--- config.mk ---
export PLATFORM = sky130hd
export DESIGN_NAME = pmw_relax
export DESIGN_NICKNAME = d
export VERILOG_FILES = /design/src/sv/pmw_pkg.sv /design/src/sv/pmw_relax.sv
export SDC_FILE = /design/constraint.sdc
export NUM_CORES = 1
export LEC_CHECK = 0
export ABC_AREA = 0
export ABC_CLOCK_PERIOD_IN_PS = 6300
export BUFFER_PORTS_ARGS = -buffer_cell sky130_fd_sc_hd__buf_2
export CAP_MARGIN = 20
export CORE_AREA = 2 2 231 188
export CTS_BUF_LIST = sky130_fd_sc_hd__clkbuf_4 sky130_fd_sc_hd__clkbuf_8
export CTS_CLUSTER_DIAMETER = 200
export DETAILED_ROUTE_END_ITERATION = 6
export DIE_AREA = 0 0 233 190
export PLACE_DENSITY = 0.73
export SYNTH_ARGS = -nofsm -noshare
export SYNTH_HDL_FRONTEND = slang
export SYNTH_SLANG_ARGS = --single-unit
--- constraint.sdc ---
create_clock -name i_clk -period 6.3 [get_ports i_clk]
set_clock_uncertainty 0.2 [all_clocks]
set_input_delay 0.315 -clock i_clk [delete_from_list [all_inputs] [get_ports i_clk]]
set_output_delay 0.315 -clock i_clk [all_outputs]
set_load 0.01 [all_outputs]
--- src/sv/pmw_pkg.sv ---
// shared types and constants for the prim minimum spanning tree block
package pmw_pkg;

    // fixed widths of the transaction fields
    localparam int IN_WEIGHT_W = 17;
    localparam int IN_MAG_W    = 16;
    localparam int VALUE_W     = 21;
    localparam int CFG_W       = 6;

    localparam logic [VALUE_W-1:0] VALUE_MAX = {VALUE_W{1'b1}};

    // result kinds
    localparam logic KIND_EDGE  = 1'b0;
    localparam logic KIND_TOTAL = 1'b1;

    // input transaction
    typedef struct packed {
        logic signed [IN_WEIGHT_W-1:0] edge_weight;
        logic                          last_entry;
    } t_in_item;

    // output transaction
    typedef struct packed {
        logic               result_kind;
        logic [VALUE_W-1:0] value;
        logic               last_result;
    } t_out_item;

    // sequencer controls for the relax and select datapath
    typedef struct packed {
        logic issue;       // read one vertex this cycle
        logic init;        // seeding pass: cost comes from row 0 only
        logic clear_best;  // restart the minimum search
        logic seed_mask;   // tree holds vertex 0 only
        logic mark;        // add the selected vertex to the tree
    } t_relax_ctl;

endpackage

--- src/sv/pmw_relax.sv ---
// min-cost memory, tree mask and the relax plus minimum-select stage
module pmw_relax #(
    parameter int MAX_NODES   = 32,
    parameter int WEIGHT_BITS = 16
) (
    input  logic                                             i_clk,
    input  logic                                             i_rst_n,
    input  pmw_pkg::t_relax_ctl                              i_ctl,
    input  logic [$clog2(MAX_NODES)-1:0]                     i_v,
    input  logic [((WEIGHT_BITS < 16) ? WEIGHT_BITS : 16):0] i_mat_data,
    output logic [((WEIGHT_BITS < 16) ? WEIGHT_BITS : 16):0] o_best,
    output logic [$clog2(MAX_NODES)-1:0]                     o_pick
);
    import pmw_pkg::*;

    localparam int IDX_W = $clog2(MAX_NODES);
    localparam int SW    = (WEIGHT_BITS < IN_MAG_W) ? WEIGHT_BITS : IN_MAG_W;
    localparam int EW    = SW + 1;
    localparam logic [EW-1:0] INF = {1'b1, {SW{1'b0}}};

    logic [EW-1:0]        r_cost_mem [MAX_NODES];
    logic [EW-1:0]        r_cost;
    logic [IDX_W-1:0]     r_v_d;
    logic                 r_vld_d;
    logic                 r_init_d;
    logic [MAX_NODES-1:0] r_mask;
    logic [EW-1:0]        r_best;
    logic [IDX_W-1:0]     r_pick;

    logic [EW-1:0] cur;
    logic [EW-1:0] upd;
    logic          seen;
    logic          take;

    // read stage: cost entry and the matrix entry arrive together next cycle
    always_ff @(posedge i_clk) begin
        if (i_ctl.issue) begin
            r_cost <= r_cost_mem[i_v];
        end
        r_v_d    <= i_v;
        r_init_d <= i_ctl.init;
    end

    always_ff @(posedge i_clk) begin
        if (!i_rst_n) begin
            r_vld_d <= 1'b0;
        end else begin
            r_vld_d <= i_ctl.issue;
        end
    end

    // relax against the new tree vertex row, then feed the minimum search
    always_comb begin
        seen = r_mask[r_v_d];
        cur  = r_init_d ? INF : r_cost;
        upd  = (!seen && (cur > i_mat_data)) ? i_mat_data : cur;
        take = r_vld_d && !seen && (upd < r_best);
    end

    // write-back goes to the entry read in the previous cycle, never the one being read
    always_ff @(posedge i_clk) begin
        if (r_vld_d) begin
            r_cost_mem[r_v_d] <= upd;
        end
    end

    // running minimum, lowest vertex wins on ties
    always_ff @(posedge i_clk) begin
        if (!i_rst_n) begin
            r_best <= INF;
            r_pick <= '0;
        end else if (i_ctl.clear_best) begin
            r_best <= INF;
            r_pick <= '0;
        end else if (take) begin
            r_best <= upd;
            r_pick <= r_v_d;
        end
    end

    // tree membership
    always_ff @(posedge i_clk) begin
        if (!i_rst_n) begin
            r_mask <= '0;
        end else if (i_ctl.seed_mask) begin
            r_mask <= MAX_NODES'(1);
        end else if (i_ctl.mark) begin
            r_mask[r_pick] <= 1'b1;
        end
    end

    assign o_best = r_best;
    assign o_pick = r_pick;

endmodule

---- Yosys cells after proc, flatten, opt, wreduce, memory -nomap -nowiden ----
Memories as Yosys holds them, arrays and structs flattened. A register that Yosys moved wholly into a read port is not among the register bits.
Cells that the tools add are included.
operators by class
  mux-type cells .......................... 10
  $mul .................................... 0
  div/mod/pow operators ................... 0
  reduce and logical (&&, ||, !) cells .... 8
  magnitude comparators ................... 5
  add/sub/neg operators ................... 0
  shifts and indexed selects .............. 0
  bitwise operators ....................... 2
  eq/ne operators ......................... 0
operator list
  operator            count
  $mux 17             2
  $or 32x32->32       1
  $gt 17x17->1        1
  $lt 17x17->1        1
  $lt 5x6->1 const B  2
  $mux 1              6
  $bmux 1 s5          1
  $demux 1 s5         1
  $ge 5x1->1 const B  1
  $logic_and 1x1->1   4
  $reduce_or 2->1     2
  $reduce_bool 2->1   1
  $logic_not 1->1     1
  $not 1->1           1
storage, ports and cells
  latch bits .............................. 0
  ROM bits ................................ 0
  memories ................................ 1
  logic and storage cells ................. 33
  output and inout port bits .............. 22
  memory bits (writable) .................. 544
  register bits ........................... 61
memory list
  name        words  bits a word  read ports  clocked after memory_dff  wr ports  line             text
  r_cost_mem  32     17           1           1                         1         pmw_relax.sv:21  logic [EW-1:0] r_cost_mem [MAX_NODES];

---- Logic depth before layout (Yosys ltp) ----
  word-level depth ........................ 7
  mapped depth ............................ 21

---- Worst setup path after synthesis ----
OpenSTA, ideal clock, no wires.
  path kind ............................... register to register
  start point ............................. reg r_init_d
  end point ............................... reg r_best[10] (netlist: o_best[10])
  stages on the path, launching flop included .. 20
  required time ........................... 5.954 ns
  clock period less this slack ............ 4.815 ns
  setup slack ............................. 1.485 ns
  arrival ................................. 4.469 ns
  cell sequence ........................... dfxtp_1 > clkbuf_1 > or2_2 > ha_1 > nand4_1 > nor4_1 > a211oi_1 > o211ai_1 > and3_1 > buf_6 > buf_12 > mux2_1 > ha_1 > nand3_1 > nor2_1 > nand3_1 > a311o_2 > nand2_4 > buf_8 > a211oi_2
on the way
  cells in the longest elaborated chain, start to end .. 6
ends and longest elaborated chain
  element                   line             text
  start: declaration        pmw_relax.sv:25  logic r_init_d;
  start signal: assignment  pmw_relax.sv:41  r_init_d <= i_ctl.init;
  $mux 17 (*)               pmw_relax.sv:55  cur = r_init_d ? INF : r_cost;
  $gt 17x17->1              pmw_relax.sv:56  upd = (!seen && (cur > i_mat_data)) ? i_mat_data : cur;
  $logic_and 1x1->1         pmw_relax.sv:56
  $mux 17 (*)               pmw_relax.sv:56
  named net upd[16]         pmw_relax.sv:31  logic [EW-1:0] upd;
  $lt 17x17->1 (*)          pmw_relax.sv:57  take = r_vld_d && !seen && (upd < r_best);
  $logic_and 1x1->1 (*)     pmw_relax.sv:57
  end signal: assignment    pmw_relax.sv:76  r_best <= upd;
  end: declaration          pmw_relax.sv:27  logic [EW-1:0] r_best;
Mark *: on every way through the listed nets, which the timed path passes. The rest lies on a longest branch.
A chain may end at the register's enable or synchronous reset.

---- Worst setup path after layout ----
  start point ............................. reg r_init_d
  end point ............................... reg r_best[1] (netlist: o_best[1])
The elaborated chain is that of the path after synthesis.

==> results.tsv <==
metric	value	unit
status	finished, final reports clean	
hpwl	32200	um
worstMarginPinSlew	1.15	ns
grt_pass1_vias	12789	
cp-end-kind	flip-flop	
rows	68	
synth_edf_count	561	
antenna_found_initial	1	
dr.pass1.iters	5	
path_class	flip-flop to flip-flop	
yosys.area.top_type	edfxtp_1	
syn_nets	1307	
gr-usage-all-layers	26.4	%
ant_nets	0	
remaining_drc_errors	0	
stdcell_count	2013	
slew_violations	0	
die-area	44300	um2
pre_cts_ws	0.157	ns
cp.arrival	6.22	ns
rsz0062_at_grt	false	
area_delta_synth_final	12.3	%
wl_per_cell	27.9	um
clock_path_buffers	3	
path_clk_slew	0.06	ns
p_leak	9.22	nW
layout-drive-gt1-share	35.1	%
io_buffers	50	
setup-tns-final	0	ns
synth.cell_area	24900	um2
nets	1439	
cts.htree.levels	3	
place_inst	1830	
powerDensity	302	nW/um2
start_util	58.9	%
io_pins	51	
vdd_drop_max	172	uV
core	42300	um2
fin_crit_sh	93.9	%
numCtsBuffers	93	
hold_path.class	input pin to flip-flop	
clock-root-buffer	clkbuf_8	
crit_required	6.60	ns
wirelength	56200	um
drt_iter0_drc	1504	
ys_seq_area_share	72.6	%
yosys_warnings	0	
worstSetupStartpointType	flip-flop	
synth.distinct_cells	55	
finalWeightedCongestion	0.881	
timing.final.ws_setup	0.384	ns
syn_avg_cell_area	20.0	um2
cp_max_fo	34	
grt.overflow.total	0	
ys_top_cells_by_area	edfxtp_1 (68%), mux4_2 (16%), dfxtp_1 (4.9%)	
ys_async_sr_fraction	0	%
grt_pass1_wl	82700	um
fmax	169	MHz
vias	12701	
hold_viol	0	
cts_sinks	622	
setup-violations-final	0	
yosys.area.top_type_share	67.7	%
slew_headroom	23.4	%
drt-vias-per-instance	6.31	
synth_seq_cells	622	
drv_cap	0	
synth_top_flop_cell	edfxtp_1	
syn-instance-count	1245	
clkLatencyLatePin	0.67	ns
cts_tree	built	
grt_max_degree	78	
fp.dieW	233	um
die_h	190	um
period_minus_slack	5.92	ns
==> stage by stage <==
stage	hold WS [ns]	power, mW	area, um2	util [%]
final	0.0513	8.43	28000	66.1
after global routing	0.0191	8.72	27900	66.1
after CTS	0.00924	8.48	27900	66.0
after detailed placement	0.220	5.33	26000	61.5
after global placement	0.223	5.30	26000	61.5
after floorplan	0.143	5.13	24900	-
==> cells by family (layout without fill, tap and decap cells) <==
kind of cell	count (synthesis)	count (layout)	synth area share, %
DFF	622	622	72.6
muxes	218	218	17.8
adders and majority gates	33	33	1.66
and+or+nand+nor	171	171	3.44
other	0	1	0
buffers and inverters	101	308	1.70
AOI/OAI and AO/OA	100	100	2.87
==> power by group <==
group	total, mW	switching [mW]	internal (mW)
combinational	0.600	0.375	0.225
clock	3.18	1.48	1.70
sequential	4.65	0.0262	4.62
total	8.43	1.88	6.55
==> synth_stat cells, types with 6 or more instances <==
| cell | n |
|---|---|
| dfxtp_1 | 61 |
| nand4_1 | 6 |
| edfxtp_1 | 561 |
| mux2_4 | 7 |
| mux2_2 | 28 |
| a211oi_2 | 15 |
| buf_2 | 7 |
| nor3_1 | 20 |
| ha_1 | 33 |
| clkbuf_1 | 47 |
| nand2_1 | 16 |
| a21oi_1 | 48 |
| mux4_2 | 172 |
| nor2_1 | 70 |
| mux2i_1 | 9 |
| inv_1 | 35 |
| nor2b_1 | 19 |
| a21o_1 | 6 |
| nand3_1 | 11 |
| buf_1 | 9 |
==> worst max-delay path: stages (launching register included) <==
cell,delay (ns)
dfxtp_1,0.79
nor2b_1,0.25
ha_1,0.37
nand4_1,0.22
nor4_1,0.47
a211oi_1,0.14
o211ai_1,0.15
and3_2,0.50
buf_4,0.26
mux2_2,0.62
ha_1,0.40
nand3_1,0.10
nor2_1,0.29
nand3_1,0.16
a311o_2,0.42
nand2_4,0.27
a211oi_2,0.12
==> metal layers <==
| metal | wire (um) | GRT usage (%) | vias up |
|---|---|---|---|
| li1 | - | - | 5374 |
| met1 | 23800 | 40.6 | 6581 |
| met2 | 25500 | 37.9 | 664 |
| met3 | 5920 | 7.33 | 82 |
| met4 | 1010 | 7.18 | 0 |
| met5 | 0 | 0 | - |
==> path summary, 6_finish.rpt <==
path	start	end	slack [ns]	cells past startpoint
worst max-delay path	r_init_d$_DFF_P_	o_best[1]$_SDFFE_PP0P_	0.38	16
worst min-delay path	i_v[3]	r_v_d[3]$_DFF_P_	0.05	2
worst max register to register	r_init_d$_DFF_P_	o_best[1]$_SDFFE_PP0P_	0.38	16
worst min register to register	r_mask[26]$_SDFFE_PP0P_	r_mask[26]$_SDFFE_PP0P_	0.27	2
==> state kept, by name (all words and copies together) (netlist names) <==
signal / flops
o_best: 17
o_pick: 5
r_cost: 17
r_cost_mem: 544
r_init_d: 1
r_mask: 32
r_v_d: 5
r_vld_d: 1
==> cells in the final DEF (no fill, tap or decap), types with 3 or more instances in the layout <==
cell type / synthesis / final
nand2b_1: 5 / 5
nor2b_1: 19 / 19
buf_2: 7 / 48
mux4_2: 172 / 172
dlygate4sd3_1: 0 / 10
ha_1: 33 / 33
clkinv_1: 0 / 21
nor3b_1: 5 / 5
clkinv_2: 0 / 12
mux2_2: 28 / 27
dfxtp_1: 61 / 61
nor2_2: 0 / 31
mux2_4: 7 / 8
edfxtp_1: 561 / 561
mux2i_1: 9 / 9
nor3_1: 20 / 20
clkbuf_8: 0 / 105
a21oi_1: 48 / 48
o21ai_1: 5 / 5
a211oi_2: 15 / 15
clkbuf_4: 0 / 32
nand3_1: 11 / 11
nand2_1: 16 / 16
inv_1: 35 / 35
a21o_1: 6 / 6
o21ai_0: 5 / 4
nor2_1: 70 / 38
nand4_1: 6 / 6
buf_4: 0 / 38
or2_2: 3 / 3
nand3b_1: 3 / 3
==> cell type report <==
class | instances | area [um2]
Antenna cell | 1 | 2.50
Sequential cell | 622 | 18100
Timing Repair Buffer | 103 | 726
Inverter | 35 | 131
Tap cell | 560 | 701
Clock buffer | 136 | 1680
Multi-Input combinational cell | 522 | 6500
Clock inverter | 34 | 146
Fill cell | 2776 | 14300
==> repair_timing <==
item,in CTS,in global routing
hold endpoints to repair,25,0
resized for setup,0,3
setup buffers,0,0
setup endpoints to repair,0,22
hold buffers,10,0
No activity file was read; power rests on OpenSTA's default activity.
